### src/hdl/tpa_pkg.sv
// Shared types and constants for the trackball pulse accumulator.
// Used by every module of the block; depends on nothing.
`timescale 1ns / 1ps

package tpa_pkg;

   localparam int DEF_COUNT_WIDTH = 16;
   localparam int DEF_TIME_WIDTH  = 32;

   localparam int DIR_COUNT  = 4;
   localparam int DIR_UP     = 0;
   localparam int DIR_DOWN   = 1;
   localparam int DIR_LEFT   = 2;
   localparam int DIR_RIGHT  = 3;

   localparam int DELTA_W    = 16;
   localparam int PPP_W      = 5;
   localparam int TICKS_W    = 16;
   localparam int CSR_DATA_W = 16;
   localparam int CSR_IDX_W  = 2;

   localparam int REQ_TDATA_W = 8;
   localparam int RSP_TDATA_W = 40;

   localparam logic [PPP_W-1:0]   PPP_RESET      = 5'd1;
   localparam logic [TICKS_W-1:0] TIMEOUT_RESET  = 16'd100;
   localparam logic [TICKS_W-1:0] DEBOUNCE_RESET = 16'd50;

   typedef enum logic [CSR_IDX_W-1:0] {
      REG_PIXELS   = 2'd0,
      REG_TIMEOUT  = 2'd1,
      REG_DEBOUNCE = 2'd2
   } tpa_reg_type;

   typedef struct packed {
      logic [TICKS_W-1:0] debounce_ticks;
      logic [TICKS_W-1:0] pulse_timeout_ticks;
      logic [PPP_W-1:0]   pulse_gain;
   } tpa_cfg_type;

   // held in the input register; levels ordered up, down, left, right from bit 0
   typedef struct packed {
      logic                 poll;
      logic                 button_level;
      logic [DIR_COUNT-1:0] levels;
   } tpa_item_type;

   // delta_x sits in the lowest bits
   typedef struct packed {
      logic                      changed;
      logic                      btn_down;
      logic signed [DELTA_W-1:0] delta_y;
      logic signed [DELTA_W-1:0] delta_x;
   } tpa_result_type;

endpackage

### src/hdl/trackball_pulse_accumulator_core.sv
// Top level of the trackball pulse accumulator: stream ports, config registers,
// input register. Depends on tpa_pkg, tpa_pulse_counter and tpa_poll_unit.
// An accepted poll item waits in the input register; its result is then held in the output register.
// Throughput: one item per cycle; the input register stalls only while it holds
// a poll item, a result waits in the output register and the sink is not ready.
// Reset (synchronous): counts, times, deltas and button cleared, pins taken
// as idle high, registers at 1 / 100 / 50 pixels, timeout and debounce ticks.
`timescale 1ns / 1ps

module trackball_pulse_accumulator_core
   import tpa_pkg::*;
#(
   parameter int COUNT_WIDTH = DEF_COUNT_WIDTH,
   parameter int TIME_WIDTH  = DEF_TIME_WIDTH
) (
   input  logic                   clock,
   input  logic                   reset,
   input  logic                   req_tvalid,
   output logic                   req_tready,
   // up_level, down_level, left_level, right_level, button_level, zero pad
   input  logic [REQ_TDATA_W-1:0] req_tdata,
   // req_type
   input  logic                   req_tuser,
   output logic                   rsp_tvalid,
   input  logic                   rsp_tready,
   // delta_x[15:0], delta_y[31:16], debounced button, changed, zero pad
   output logic [RSP_TDATA_W-1:0] rsp_tdata,
   input  logic                   csr_we,
   input  logic [CSR_IDX_W-1:0]   csr_index,
   input  logic [CSR_DATA_W-1:0]  csr_wdata
);

   tpa_cfg_type    cfg_ff;
   tpa_item_type   item_ff;
   logic           item_valid_ff;
   logic           advance;
   logic           fire;
   logic           clear;
   tpa_result_type result;

   logic [DIR_COUNT-1:0][COUNT_WIDTH-1:0] counts_now;
   logic [TIME_WIDTH-1:0]                 tick_now;
   logic [TIME_WIDTH-1:0]                 edge_stamp_now;

   always_ff @(posedge clock) begin
      if (reset) begin
         cfg_ff.pulse_gain          <= PPP_RESET;
         cfg_ff.pulse_timeout_ticks <= TIMEOUT_RESET;
         cfg_ff.debounce_ticks      <= DEBOUNCE_RESET;
      end else if (csr_we) begin
         unique case (csr_index)
            REG_PIXELS:   cfg_ff.pulse_gain          <= csr_wdata[PPP_W-1:0];
            REG_TIMEOUT:  cfg_ff.pulse_timeout_ticks <= csr_wdata[TICKS_W-1:0];
            REG_DEBOUNCE: cfg_ff.debounce_ticks      <= csr_wdata[TICKS_W-1:0];
            default: ;
         endcase
      end
   end

   // tick-only items never wait on the result side
   assign advance    = !item_ff.poll || !rsp_tvalid || rsp_tready;
   assign fire       = item_valid_ff && advance;
   assign req_tready = !item_valid_ff || advance;

   always_ff @(posedge clock) begin
      if (reset) begin
         item_valid_ff <= 1'b0;
      end else if (req_tvalid && req_tready) begin
         item_valid_ff <= 1'b1;
      end else if (fire) begin
         item_valid_ff <= 1'b0;
      end
   end

   always_ff @(posedge clock) begin
      if (req_tvalid && req_tready) begin
         item_ff.poll         <= req_tuser;
         item_ff.levels       <= req_tdata[DIR_COUNT-1:0];
         item_ff.button_level <= req_tdata[DIR_COUNT];
      end
   end

   tpa_pulse_counter #(
      .COUNT_WIDTH (COUNT_WIDTH),
      .TIME_WIDTH  (TIME_WIDTH)
   ) u_counter (
      .clock          (clock),
      .reset          (reset),
      .fire           (fire),
      .levels         (item_ff.levels),
      .clear          (clear),
      .counts_now     (counts_now),
      .tick_now       (tick_now),
      .edge_stamp_now (edge_stamp_now)
   );

   tpa_poll_unit #(
      .COUNT_WIDTH (COUNT_WIDTH),
      .TIME_WIDTH  (TIME_WIDTH)
   ) u_poll (
      .clock          (clock),
      .reset          (reset),
      .fire           (fire),
      .poll           (item_ff.poll),
      .button_level   (item_ff.button_level),
      .cfg            (cfg_ff),
      .counts_now     (counts_now),
      .tick_now       (tick_now),
      .edge_stamp_now (edge_stamp_now),
      .clear          (clear),
      .rsp_ready      (rsp_tready),
      .rsp_valid      (rsp_tvalid),
      .rsp_result     (result)
   );

   assign rsp_tdata = {(RSP_TDATA_W - $bits(tpa_result_type))'(0), result};

endmodule

### src/hdl/tpa_pulse_counter.sv
// Tick counter, falling-edge detection and per-direction pulse counts.
// Depends on tpa_pkg.
`timescale 1ns / 1ps

module tpa_pulse_counter
   import tpa_pkg::*;
#(
   parameter int COUNT_WIDTH = DEF_COUNT_WIDTH,
   parameter int TIME_WIDTH  = DEF_TIME_WIDTH
) (
   input  logic                                  clock,
   input  logic                                  reset,
   input  logic                                  fire,
   input  logic [DIR_COUNT-1:0]                  levels,
   input  logic                                  clear,
   output logic [DIR_COUNT-1:0][COUNT_WIDTH-1:0] counts_now,
   output logic [TIME_WIDTH-1:0]                 tick_now,
   output logic [TIME_WIDTH-1:0]                 edge_stamp_now
);

   logic [DIR_COUNT-1:0]                  prev_ff;
   logic [DIR_COUNT-1:0][COUNT_WIDTH-1:0] counts_ff;
   logic [DIR_COUNT-1:0][COUNT_WIDTH-1:0] counts_in;
   logic [TIME_WIDTH-1:0]                 tick_ff;
   logic [TIME_WIDTH-1:0]                 tick_in;
   logic [TIME_WIDTH-1:0]                 edge_stamp_ff;
   logic [DIR_COUNT-1:0]                  falls;

   assign tick_in  = tick_ff + TIME_WIDTH'(1);
   assign tick_now = tick_in;
   assign falls    = prev_ff & ~levels;

   always_comb begin
      for (int i = 0; i < DIR_COUNT; i++) begin
         counts_now[i] = counts_ff[i] + COUNT_WIDTH'(falls[i]);
         counts_in[i]  = clear ? '0 : counts_now[i];
      end
   end

   // edges on this tick stamp the already advanced time
   assign edge_stamp_now = (|falls) ? tick_in : edge_stamp_ff;

   always_ff @(posedge clock) begin
      if (reset) begin
         prev_ff       <= '1;
         counts_ff     <= '0;
         tick_ff       <= '0;
         edge_stamp_ff <= '0;
      end else if (fire) begin
         prev_ff       <= levels;
         counts_ff     <= counts_in;
         tick_ff       <= tick_in;
         edge_stamp_ff <= edge_stamp_now;
      end
   end

endmodule

### src/hdl/tpa_poll_unit.sv
// Poll handling: scaled net deltas, timeout, button debounce and result register.
// Depends on tpa_pkg; fed by tpa_pulse_counter.
`timescale 1ns / 1ps

module tpa_poll_unit
   import tpa_pkg::*;
#(
   parameter int COUNT_WIDTH = DEF_COUNT_WIDTH,
   parameter int TIME_WIDTH  = DEF_TIME_WIDTH
) (
   input  logic                                  clock,
   input  logic                                  reset,
   input  logic                                  fire,
   input  logic                                  poll,
   input  logic                                  button_level,
   input  tpa_cfg_type                           cfg,
   input  logic [DIR_COUNT-1:0][COUNT_WIDTH-1:0] counts_now,
   input  logic [TIME_WIDTH-1:0]                 tick_now,
   input  logic [TIME_WIDTH-1:0]                 edge_stamp_now,
   output logic                                  clear,
   input  logic                                  rsp_ready,
   output logic                                  rsp_valid,
   output tpa_result_type                        rsp_result
);

   localparam int EXT_W  = (COUNT_WIDTH > DELTA_W) ? COUNT_WIDTH : DELTA_W;
   localparam int PROD_W = EXT_W + PPP_W + 1;

   logic [COUNT_WIDTH-1:0]     diff_x, diff_y;
   logic signed [EXT_W-1:0]    ext_x, ext_y;
   logic signed [PPP_W:0]      scale;
   logic signed [PROD_W-1:0]   prod_x, prod_y;
   logic [DELTA_W-1:0]         dx, dy;
   logic                       moved;
   logic [TIME_WIDTH-1:0]      idle_time, button_time;
   logic                       timed_out, settled;
   logic                       pressed;
   logic                       load;

   logic [DELTA_W-1:0]         held_dx_ff, held_dx_in;
   logic [DELTA_W-1:0]         held_dy_ff, held_dy_in;
   logic                       stable_ff, stable_in;
   logic [TIME_WIDTH-1:0]      last_button_ff, last_button_in;
   logic                       changed;
   logic                       rsp_valid_ff;
   tpa_result_type             result_ff;

   // net counts wrap at the count width, then sign-extend and scale
   assign diff_x = counts_now[DIR_RIGHT] - counts_now[DIR_LEFT];
   assign diff_y = counts_now[DIR_DOWN]  - counts_now[DIR_UP];
   assign ext_x  = EXT_W'(signed'(diff_x));
   assign ext_y  = EXT_W'(signed'(diff_y));
   assign scale  = signed'({1'b0, cfg.pulse_gain});
   assign prod_x = ext_x * scale;
   assign prod_y = ext_y * scale;
   assign dx     = prod_x[DELTA_W-1:0];
   assign dy     = prod_y[DELTA_W-1:0];
   assign moved  = (dx != '0) || (dy != '0);

   assign idle_time   = tick_now - edge_stamp_now;
   assign timed_out   = idle_time > TIME_WIDTH'(cfg.pulse_timeout_ticks);
   assign button_time = tick_now - last_button_ff;
   assign settled     = button_time > TIME_WIDTH'(cfg.debounce_ticks);
   assign pressed     = ~button_level;

   assign load  = fire && poll;
   assign clear = poll && moved;

   always_comb begin
      held_dx_in     = held_dx_ff;
      held_dy_in     = held_dy_ff;
      stable_in      = stable_ff;
      last_button_in = last_button_ff;
      changed        = 1'b0;
      if (moved) begin
         held_dx_in = dx;
         held_dy_in = dy;
         changed    = 1'b1;
      end else if (timed_out && ((held_dx_ff != '0) || (held_dy_ff != '0))) begin
         held_dx_in = '0;
         held_dy_in = '0;
         changed    = 1'b1;
      end
      if (pressed != stable_ff) begin
         if (settled) begin
            last_button_in = tick_now;
            stable_in      = pressed;
            changed        = 1'b1;
         end
      end else begin
         last_button_in = tick_now;
      end
   end

   always_ff @(posedge clock) begin
      if (reset) begin
         held_dx_ff     <= '0;
         held_dy_ff     <= '0;
         stable_ff      <= 1'b0;
         last_button_ff <= '0;
      end else if (load) begin
         held_dx_ff     <= held_dx_in;
         held_dy_ff     <= held_dy_in;
         stable_ff      <= stable_in;
         last_button_ff <= last_button_in;
      end
   end

   always_ff @(posedge clock) begin
      if (reset) begin
         rsp_valid_ff <= 1'b0;
      end else if (load) begin
         rsp_valid_ff <= 1'b1;
      end else if (rsp_ready) begin
         rsp_valid_ff <= 1'b0;
      end
   end

   always_ff @(posedge clock) begin
      if (load) begin
         result_ff.delta_x  <= signed'(held_dx_in);
         result_ff.delta_y  <= signed'(held_dy_in);
         result_ff.btn_down <= stable_in;
         result_ff.changed  <= changed;
      end
   end

   assign rsp_valid  = rsp_valid_ff;
   assign rsp_result = result_ff;

endmodule

### config.mk
export PLATFORM = sky130hd
export DESIGN_NAME = trackball_pulse_accumulator_core
export DESIGN_NICKNAME = d
export VERILOG_FILES = /design/src/hdl/tpa_pkg.sv /design/src/hdl/trackball_pulse_accumulator_core.sv /design/src/hdl/tpa_pulse_counter.sv /design/src/hdl/tpa_poll_unit.sv
export SDC_FILE = /design/constraint.sdc
export NUM_CORES = 1
export LEC_CHECK = 0
export ABC_AREA = 1
export BUFFER_PORTS_ARGS = -buffer_cell sky130_fd_sc_hd__buf_2
export CAP_MARGIN = 20
export CORE_MARGIN = 2
export CORE_UTILIZATION = 40
export DETAILED_ROUTE_END_ITERATION = 10
export GPL_TIMING_DRIVEN = 0
export SYNTH_ARGS = -nofsm -noshare
export SYNTH_HDL_FRONTEND = slang
export SYNTH_SLANG_ARGS = --single-unit
### constraint.sdc
create_clock -name clock -period 14.84 [get_ports clock]
set_clock_uncertainty 0.1 [all_clocks]
set_input_delay 2.968 -clock clock [delete_from_list [all_inputs] [get_ports clock]]
set_output_delay 2.968 -clock clock [all_outputs]
set_load 0.1 [all_outputs]
### Word-level counts from Yosys, hierarchy flattened

Cells that the tools add are included.

| storage, ports and cells | value |
|---|---|
| register bits | 276 |
| input port bits | 32 |

| operators by class | value |
|---|---|
| add/subtract/negate cells | 9 |
| equality and inequality tests | 4 |
| bitwise logic cells | 3 |
| multipliers | 2 |
| magnitude comparators | 2 |
| reductions and logical operators | 25 |
| mux-type cells | 21 |

Operator list:

| cell | number |
|---|---|
| two-way mux 16 bit | 8 |
| two-way mux 32 bit | 3 |
| adder 16 x 1 -> 16 bit | 4 |
| > comparator 32 x 16 -> 1 bit | 2 |
| nonzero test 16 bit | 4 |
| subtractor 32 bit | 2 |
| adder 32 x 1 -> 32 bit (second input constant) | 1 |
| multiplier 16 x 6 -> 16 bit | 2 |
| subtractor 16 bit | 2 |
| two-way mux 1 bit | 10 |
| AND reduction 2 bit | 4 |
| logical AND 1 bit | 5 |
| logical OR 1 bit | 5 |
| AND 4 bit | 1 |
| inverter 4 bit | 1 |
| nonzero test 2 bit | 2 |
| OR reduction 4 bit | 1 |
| logical NOT 1 bit | 3 |
| == test 2 x 1 -> 1 bit (second input constant) | 1 |
| == test 2 bit (second input constant) | 1 |
| logical NOT 2 bit | 1 |
| != test 2 x 1 -> 1 bit (second input constant) | 1 |
| != test 1 bit | 1 |
| inverter 1 bit | 1 |

### Depth between registers and ports, before layout

Gate-level depths: netlist (run 1).

| logic depth | value |
|---|---|
| depth after elaboration | 11 |
| mapped depth | 51 |
| mapped depth without buffers | 50 |

### By module

From an unflattened synthesis (run 1), not the netlist that was laid out.

| second synthesis, totals | value |
|---|---|
| cell total of the unflattened synthesis | 4049 |
| area, all modules | 25540.7 µm² |

Modules (own cells, without submodules):

| module | cells each | seq. area each (µm²) | area each (µm²) | times used |
|---|---|---|---|---|
| tpa_poll_unit | 2622 | 2342.2 | 16228.1 | 1 |
| tpa_pulse_counter | 1176 | 2642.5 | 7508.5 | 1 |
| trackball_pulse_accumulator_core | 251 | 940.9 | 1804.2 | 1 |

### Least setup slack after synthesis (run 1)

No wires, ideal clock.

| timing | value |
|---|---|
| path kind | input -> output |
| start | in rsp_tready |
| end | out req_tready |
| path buffers | 0 |
| data required time | 11.772 ns |
| path slack | 7.879 ns |
| data arrival time | 3.893 ns |
| stages on the path | 2 |
| path through | nor2_1 nand3_1 |

| between the ends | value |
|---|---|
| cells in the longest elaborated chain, start to end | 2 |

RTL lines:

| what | RTL line | source |
|---|---|---|
| from (decl) | trackball_pulse_accumulator_core.sv:25 | `input logic rsp_tready,` |
| logical OR 1 bit | trackball_pulse_accumulator_core.sv:61 | `assign advance = !item_ff.poll \|\| !rsp_tvalid \|\| rsp_tready;` |
| logical OR 1 bit | trackball_pulse_accumulator_core.sv:63 | `assign req_tready = !item_valid_ff \|\| advance;` |
| to (decl) | trackball_pulse_accumulator_core.sv:19 | `output logic req_tready,` |

Every way passes these cells.

### Final worst setup path (run 1)

| timing | value |
|---|---|
| start | reg item_ff[1] (netlist name) |
| end | reg u_poll.result_ff, in the netlist u_poll.rsp_result[13] (data pin) |

| between the ends | value |
|---|---|
| cells in the longest elaborated chain, start to end | 9 |
| elaborated cells between the ends (all ways) | 14 |
| classes of those cells | add/sub (3); mul (1); order compare (1); mux (3); bitwise (2); reduce/logical (4) |

RTL lines:

| what | RTL line | source |
|---|---|---|
| inverter 4 bit (*) | tpa_pulse_counter.sv:31 | `assign falls = prev_ff & ~levels;` |
| AND 4 bit (*) | tpa_pulse_counter.sv:31 |  |
| branches (longest 6 deep; another with adder 16 x 1 -> 16 bit) | - |  |
| two-way mux 16 bit (*) | tpa_poll_unit.sv:75 | `if (moved) begin` |
| via u_poll.held_dx_in[13] | tpa_poll_unit.sv:40 | `logic [DELTA_W-1:0] held_dx_ff, held_dx_in;` |
| to (decl) | tpa_poll_unit.sv:46 | `tpa_result_type result_ff;` |

Mark *: on every way through the listed nets, which the timed path passes.
A chain may end at the register's enable or synchronous reset.

==> impl_results.md, run 1 <==
- Overall Global Routing Usage: about 22%
- Clock power share: between 30% and 40%
- Slowest stage delay, CP: around 0.52 ns
- Fin crit period: 7.85 ns
- Crit path DAT: 8.15 ns
- I/O pin cnt: between 70 and 80
- Slew headroom: a little over a quarter
- Avg Inst Size Synth: 6.91 sq um
- Leakage: between 10 and 15 nW
- Comb pwr share: between 30 and 40%
- Setup Viol. Count Final: 0
- Share of power burned in registers: about 31%
- Core ar.: 60000 sq um
- PostCTS Resize Cnt: 0
- CP Capture Point: u_poll.rsp_result[13]$_DFFE_PP_
- Pint: 1.64 mW
- Starting DRT DRC Count: about 1700
- Yosys top cell area share: 19.6%
- Die extent in y: approximately 250 um
- R2R depth: 38
- Reg clk slew, reported paths: around 0.06 ns
- P&R area growth vs syn: 10.5%
- Clk root buf: clkbuf_16
- Die ar.: between 60000 and 70000 sq um
- Layout Cells excl Fill: between 4000 and 5000
- Most frequent cell after synthesis: nand2_1
- Layout cell share with drive strength beyond 1: roughly a tenth
- Worst Setup Path Type: flop to flop
- Register area share after synthesis: 24.5%
- Post-DP HPWL: ~56 mm
- Post-CTS Hold Fix Bufs: 0
- Switching Fraction: 37.5%
- CTS Sinks: 276
- Pins Over Slew Limit: 0
- Hold Path Class: flop to flop
- Power density over cell area: 98.1 nW/um^2
- Vias in the first global route: ~21000
- CP max stage cell: fa_1
- Syn Inst Count: roughly 3500
- Post-detailed-route wirelength per cell: about 16 um
- CP most frequent cell: nand2_1
- Antenna fix cells: 0
- Req. time, crit path: between 15 and 20 ns
- Mapped cell area: between 20000 and 25000 sq um
- VDD IR max: slightly below 0.07 mV
- DRC: 0
- Port Buffer Count: 64
- Cell row count: 90
- Number of max-cap violations: 0
- Crit path max fanout: 10
- Post-synth ARST share: 0%
- CTS Buffer Depth: 3
- Synth Register Bits: between 200 and 300
- Total power: about 2.6 mW
- NetSw: 0.981 mW
- Top cells by count, synth: nand2_1 (673), inv_1 (574), nor2_1 (404)
- First-pass GRT wire length: around 110 mm
- Die W: 250 um
- Area contributors post-synth: dfxtp_1 (20%), nand2_1 (10%), ha_1 (9.7%)
- Final WL: 70.3 mm
- Largest net degree at the start of global routing: between 40 and 50
- CTS H-tree depth: 2
- Dominant synthesized flop cell: dfxtp_1
- Hold Slack: 0.359 ns
- Status: complete, no violations
- Vias/cell: about 5
- Setup TNS: 0 ns
- Inserted Clock Buffers: 35
- Final Hold Viols: 0
- Biggest area consumer among synthesized cells: dfxtp_1
- EDFF count, synth: 40
- CTS tree: built
- Inst Count DP: roughly 4300
- Worst r2r dst: u_poll.rsp_result[13]$_DFFE_PP_
- Yosys warnings: 0
- Worst R2R Start: item_ff[1]$_DFFE_PP_
- Crit end category: flop
- Clock latency on the worst-skew pair: about 0.57 ns
- Startpoint types: flop
- Tcrit/Tclk final: 52.9%
- Gr ovfl total: 0
- Initial core utilization: between 40% and 50%
- Post CTS Setup Buffer Count: 0
- Nets: 3896
- Via count: 22100
- DRT Pass-1 Iters: 6
- Antenna viol nets, final: 0
- CP startpoint: item_ff[1]$_DFFE_PP_
- Flop2flop setup slack: between 6 and 7 ns
- Worst slew pin tran: roughly 1.1 ns
- FMAX: approximately 130 MHz
- GPL Wtd Cong: about 0.94
- Initial antenna violation count: 3
- RSZ-0062 raised after global routing: false
- Synth cell types: 64
- Filler cells: ~6300
## critical path: cells and delay by family, from the launching register on
kind                       cells  cell delay, ns
AOI/OAI and AO/OA              6            0.90
xor gates and xnor gates       3            0.89
adders and majority gates      7            2.60
buffers and inverters          3            0.35
DFF                            1            0.47
and+or+nand+nor               19            2.37
## state kept, by name, summed over array words and instances (netlist names)
register and cells:
cfg_ff 37, u_poll.rsp_valid 1, u_poll.held_dx_ff 16, u_poll.held_dy_ff 16
u_counter.prev_ff 4, u_poll.last_button_ff 32, item_valid_ff 1, u_poll.stable_ff 1
u_counter.tick_ff 32, u_counter.edge_stamp_ff 32, u_counter.counts_ff 64, item_ff 6
u_poll.rsp_result 34
## how the worst min path moves through the flow
stage,from,end,depth (start not counted),slack [ns]
2_1_floorplan,cfg_ff[12]$_SDFFE_PP0P_,cfg_ff[12]$_SDFFE_PP0P_,2,0.34
3_3_place_gp,cfg_ff[19]$_SDFFE_PP0P_,cfg_ff[19]$_SDFFE_PP0P_,2,0.35
3_5_place_dp,cfg_ff[8]$_SDFFE_PP0P_,cfg_ff[8]$_SDFFE_PP0P_,2,0.36
4_1_cts,cfg_ff[18]$_SDFFE_PP0P_,cfg_ff[18]$_SDFFE_PP0P_,2,0.36
5_1_grt,cfg_ff[12]$_SDFFE_PP0P_,cfg_ff[12]$_SDFFE_PP0P_,2,0.38
6_report,cfg_ff[18]$_SDFFE_PP0P_,cfg_ff[18]$_SDFFE_PP0P_,2,0.36
## per-layer routing
layer  routed length [um]  GRT usage, %
met1                34400          32.1
met2                29800          34.4
met3                 4340          3.43
met4                 1750          6.28
met5                    7             0
## per-stage QoR
step           setup WS, ns  util, %  area, sq um
2_1_floorplan          7.88        -        24200
3_3_place_gp           6.99     42.4        25500
3_5_place_dp           7.04     42.5        25500
4_1_cts                7.00     44.5        26700
5_1_grt                6.27     44.5        26700
6_report               6.99     44.5        26700
## cell type report
class                           count  area (sq um)  share of cell area [%]
Clock inverter                     12           155                   0.581
Multi-Input combinational cell   2526         15400                    57.8
Tap cell                          782           978                    3.67
Clock buffer                       50          1050                    3.92
Timing Repair Buffer               66           345                    1.29
Buffer                            111           599                    2.25
Inverter                          587          2200                    8.26
Sequential cell                   276          5930                    22.2
## cells in the final DEF, fill, tap and decap left out, types with 38 or more instances in the layout
master / count
nand2_1: 673
inv_1: 574
nor2_1: 404
a21oi_1: 255
dfxtp_1: 236
ha_1: 187
nand3_1: 161
o21ai_0: 149
xor2_1: 116
nand2_2: 90
clkbuf_1: 83
fa_1: 74
buf_2: 71
a21oi_2: 61
xnor2_1: 47
nor3_1: 45
nand4_1: 45
o211ai_1: 41
edfxtp_1: 40
clkbuf_16: 38
## power groups by stage
stage | registers [mW] | logic (mW) | clock network, mW
4_1_cts | 0.819 | 0.887 | 0.924
2_1_floorplan | 0.869 | 0.624 | 0
3_5_place_dp | 0.835 | 0.881 | 0
6_report | 0.820 | 0.891 | 0.906
3_3_place_gp | 0.835 | 0.878 | 0
5_1_grt | 0.823 | 1.01 | 0.951
## cell families (layout without fill, tap and decap cells)
| logic type | after synthesis | in the layout | synth area share (%) |
|---|---|---|---|
| AND/OR/NAND/NOR | 1498 | 1498 | 27.3 |
| buffers and inverters | 698 | 826 | 11.6 |
| AO/OA/AOI/OAI | 590 | 590 | 14.5 |
| flip-flops | 276 | 276 | 24.5 |
| adder cells (fa/ha/maj) | 261 | 261 | 15.8 |
| XOR/XNOR | 163 | 163 | 5.91 |
| multiplexers | 8 | 8 | 0.332 |
| other | 1 | 6 | 0.0155 |
Power figures use the tool's default switching activity.
==> run 2: changes to the inputs <==
- ABC_AREA: 1 -> 0
- clock period: 14.84 -> 7.2 ns (I/O delays scaled with it)
==> run 2 against run 1 <==
Against the previous run: the flow now finishes with violations (negative setup slack); sequential power up 100%; area after synthesis down 5.9%; count of clock-buffer cells in the layout down 6; design area up 0.65%; critical path depth down 8; fmax down 1.7%; first-iteration DRC count down 10%.
==> impl_results.md, run 2 <==
- CTS Buffer Depth: 3
- Yosys warnings: 0
- Biggest area consumer among synthesized cells: dfxtp_1
- CTS H-tree depth: 2
- Startpoint types: flop
- EDFF count, synth: 40
- Max reg flops: 64
- Final Hold Viols: 0
- Post-DP HPWL: about 54 mm
- Comb pwr share: 27.9%
- CP max stage cell: or4_4
- Mapped cell area: around 23000 sq um
- Final WL: between 60 and 70 mm
- Vias in the first global route: about 20000
- CTS Sinks: 276
- Syn Inst Count: 2782
- Area contributors post-synth: dfxtp_1 (21%), ha_1 (10%), fa_1 (6.5%)
- Largest Register: u_counter.counts_ff
- Initial antenna violation count: 3
- Crit path max fanout: 6
- Worst slack, placed: -1.49 ns
- Pins Over Slew Limit: 0
- Post-CTS Hold Fix Bufs: 0
- Synth Area in XOR/XNOR: approximately a tenth
- Failing checks: negative setup slack
- Via count: 20500
- Die W: ~240 um
- CTS tree: built
- Nets: about 3200
- Worst Setup Path Type: flop to flop
- Initial core utilization: 40.4%
- Power density over cell area: approximately 180 nW/um^2
- Commonest non-fill, non-tap cells in the layout: nor2_1 (247), inv_1 (240), nand2_1 (239)
- P&R area growth vs syn: 18.3%
- RSZ-0062 raised after global routing: true
- CP Capture Point: u_poll.rsp_result[33]$_DFFE_PP_
- Starting DRT DRC Count: roughly 1500
- GPL Wtd Cong: between 0.9 and 1
- Crit end category: flop
- Avg Inst Size Synth: about 8 sq um
- Die ar.: between 50000 and 60000 sq um
- R2R depth: 30
- Post-synth ARST share: 0%
- DRC: 0
- Overall Global Routing Usage: 23.1%
- Hold Startpoint: cfg_ff[24]$_SDFFE_PP0P_
- NetSw: 1.62 mW
- VDD IR max: roughly 0.15 mV
- Req. time, crit path: approximately 7.4 ns
- Slew headroom: between 30% and 40%
- Register area share after synthesis: between 20% and 30%
- Post-detailed-route wirelength per cell: roughly 19 um
- Post-synthesis compound-gate area fraction: between 10% and 20%
- Flop2flop setup slack: -0.78 ns
- Synth cell types: 89
- Leakage: 11.4 nW
- Hold Path Class: flop to flop
- Reg area: approximately 5900 sq um
- Most common cell after layout, fill and taps aside: nor2_1
- Clock power share: a little under two fifths
- Reg clk slew, reported paths: about 0.06 ns
- Largest net degree at the start of global routing: 34
- I/O pin cnt: between 70 and 80
- Share of power burned in registers: between 30 and 40%
- Worst slew pin tran: approximately 0.94 ns
- Vias/cell: 5.52
- Filler cells: between 5000 and 6000
- Antenna viol nets, final: 0
- Largest family of logic cells by synthesized area: simple AND/OR/NAND/NOR gates
- Dominant synthesized flop cell: dfxtp_1
- Cell row count: 87
- Core ar.: 56300 sq um
- Inserted Clock Buffers: 35
- Worst R2R Start: item_ff[3]$_DFFE_PP_
- Mux cell area share after synthesis: less than 1%
- Setup Viol. Count Final: approximately 130
- Crit path DAT: 8.18 ns
- Area of the multi-input gates: 16400 sq um
- Status: complete, but fails checks
- CP startpoint: item_ff[3]$_DFFE_PP_
- Worst r2r dst: u_poll.rsp_result[33]$_DFFE_PP_
- Fin crit period: roughly 8 ns
- Post-synthesis adder-cell area fraction: approximately 17%
- Pint: about 3.2 mW
- Slowest stage delay, CP: between 0.5 and 0.6 ns
- Post-synthesis simple-gate area fraction: 20.7%
- Port Buffer Count: 63
- Gr ovfl total: 0
- Layout cell share with drive strength beyond 1: between 10 and 15%
- Die extent in y: between 200 and 250 um
- Top cells by count, synth: nor2_1 (290), inv_1 (241), nand2_1 (240)
- Number of max-cap violations: 0
- Yosys top cell area share: 20.8%
- Hold Slack: about 0.36 ns
- Synth Register Bits: 276
- Tcrit/Tclk final: 111%
- DRT Pass-1 Iters: 7
- Most frequent cell after synthesis: nor2_1
- Clk root buf: clkbuf_16
- FMAX: 125 MHz
- First-pass GRT wire length: 108 mm
- Setup ws final: -0.781 ns
- Clock latency on the worst-skew pair: between 0.5 and 0.6 ns
- Switching Fraction: between 30% and 40%
==> run 2: changes by cell type after synthesis, moves of 51 or more <==
cell / change
nand2_2: -90
nor2_1: -114
nand3_1: -109
xnor2_1: +67
a21oi_1: -51
a21oi_2: -61
nand2_1: -433
inv_1: -333
and2_1: +105
==> run 2: power by group through the flow <==
stage                     Sequential [mW]  Combinational, mW  Clock [mW]
after detailed placement             1.68               1.19           0
after floorplan                      1.74              0.788           0
final                                1.65               1.33        1.80
after global placement               1.68               1.17           0
after CTS                            1.65               1.27        1.82
after global routing                 1.65               1.45        1.89
==> run 2: area by class of cell <==
cell class	instances	share of cell area (%)
Multi-Input combinational cell	2132	60.9
Antenna cell	2	0.0186
Sequential cell	276	22.1
Tap cell	756	3.52
Timing Repair Buffer	115	3.24
Clock inverter	18	0.820
Inverter	242	3.38
Clock buffer	44	3.54
Buffer	133	2.54
==> run 2: worst min-delay path by stage <==
stage	to	depth (start not counted)
finish	cfg_ff[24]$_SDFFE_PP0P_	2
global route	cfg_ff[24]$_SDFFE_PP0P_	2
CTS	cfg_ff[24]$_SDFFE_PP0P_	2
detailed placement	cfg_ff[24]$_SDFFE_PP0P_	2
global placement	u_counter.prev_ff[3]$_SDFFE_PP1P_	2
floorplan	u_counter.prev_ff[3]$_SDFFE_PP1P_	2
==> run 2: cells by family after synthesis <==
group	count (synthesis)
other cells	1
fa+ha+maj	261
xor+xnor	244
buf+inv	379
flops	276
mux	13
simple gates	963
compound gates	645
==> run 2: timing repair <==
action / CTS / global route
buffers inserted: 30 / 14
pin swaps: 60 / 41
endpoints found under the setup margin: 160 / 163
cloned: 6 / 1
gates resized for setup: 151 / 126
==> run 2: metrics by stage <==
step | area, sq um | power [mW] | cells | setup TNS (ns) | util (%)
2_1_floorplan | 22800 | 2.53 | 2787 | -0.794 | -
3_3_place_gp | 24100 | 2.84 | 3606 | -158.85 | 42.8
3_5_place_dp | 24100 | 2.87 | 3609 | -171.90 | 42.9
4_1_cts | 26200 | 4.74 | 3706 | -75.29 | 46.6
5_1_grt | 26900 | 4.99 | 3717 | -113.48 | 47.7
6_report | 26900 | 4.78 | 3718 | -84.69 | 47.7
==> run 2: routing by layer <==
layer  up-vias  wire (um)  GRT usage [%]  part of all wire [%]
met5         -         20              0                 0.029
met1      9915      32700           32.1                    47
met2       579      31200           37.0                    45
li1       9911          -              -                     -
met4         4       2000           6.95                   2.9
met3       115       3740           3.32                   5.4
==> run 2: critical path: cells and delay by family (launching register included) <==
family,cells,cell delay (ns)
fa+ha+maj,7,2.10
simple gates,10,2.49
flops,1,0.44
buf+inv,3,0.31
compound gates,7,1.73
xor+xnor,3,0.51
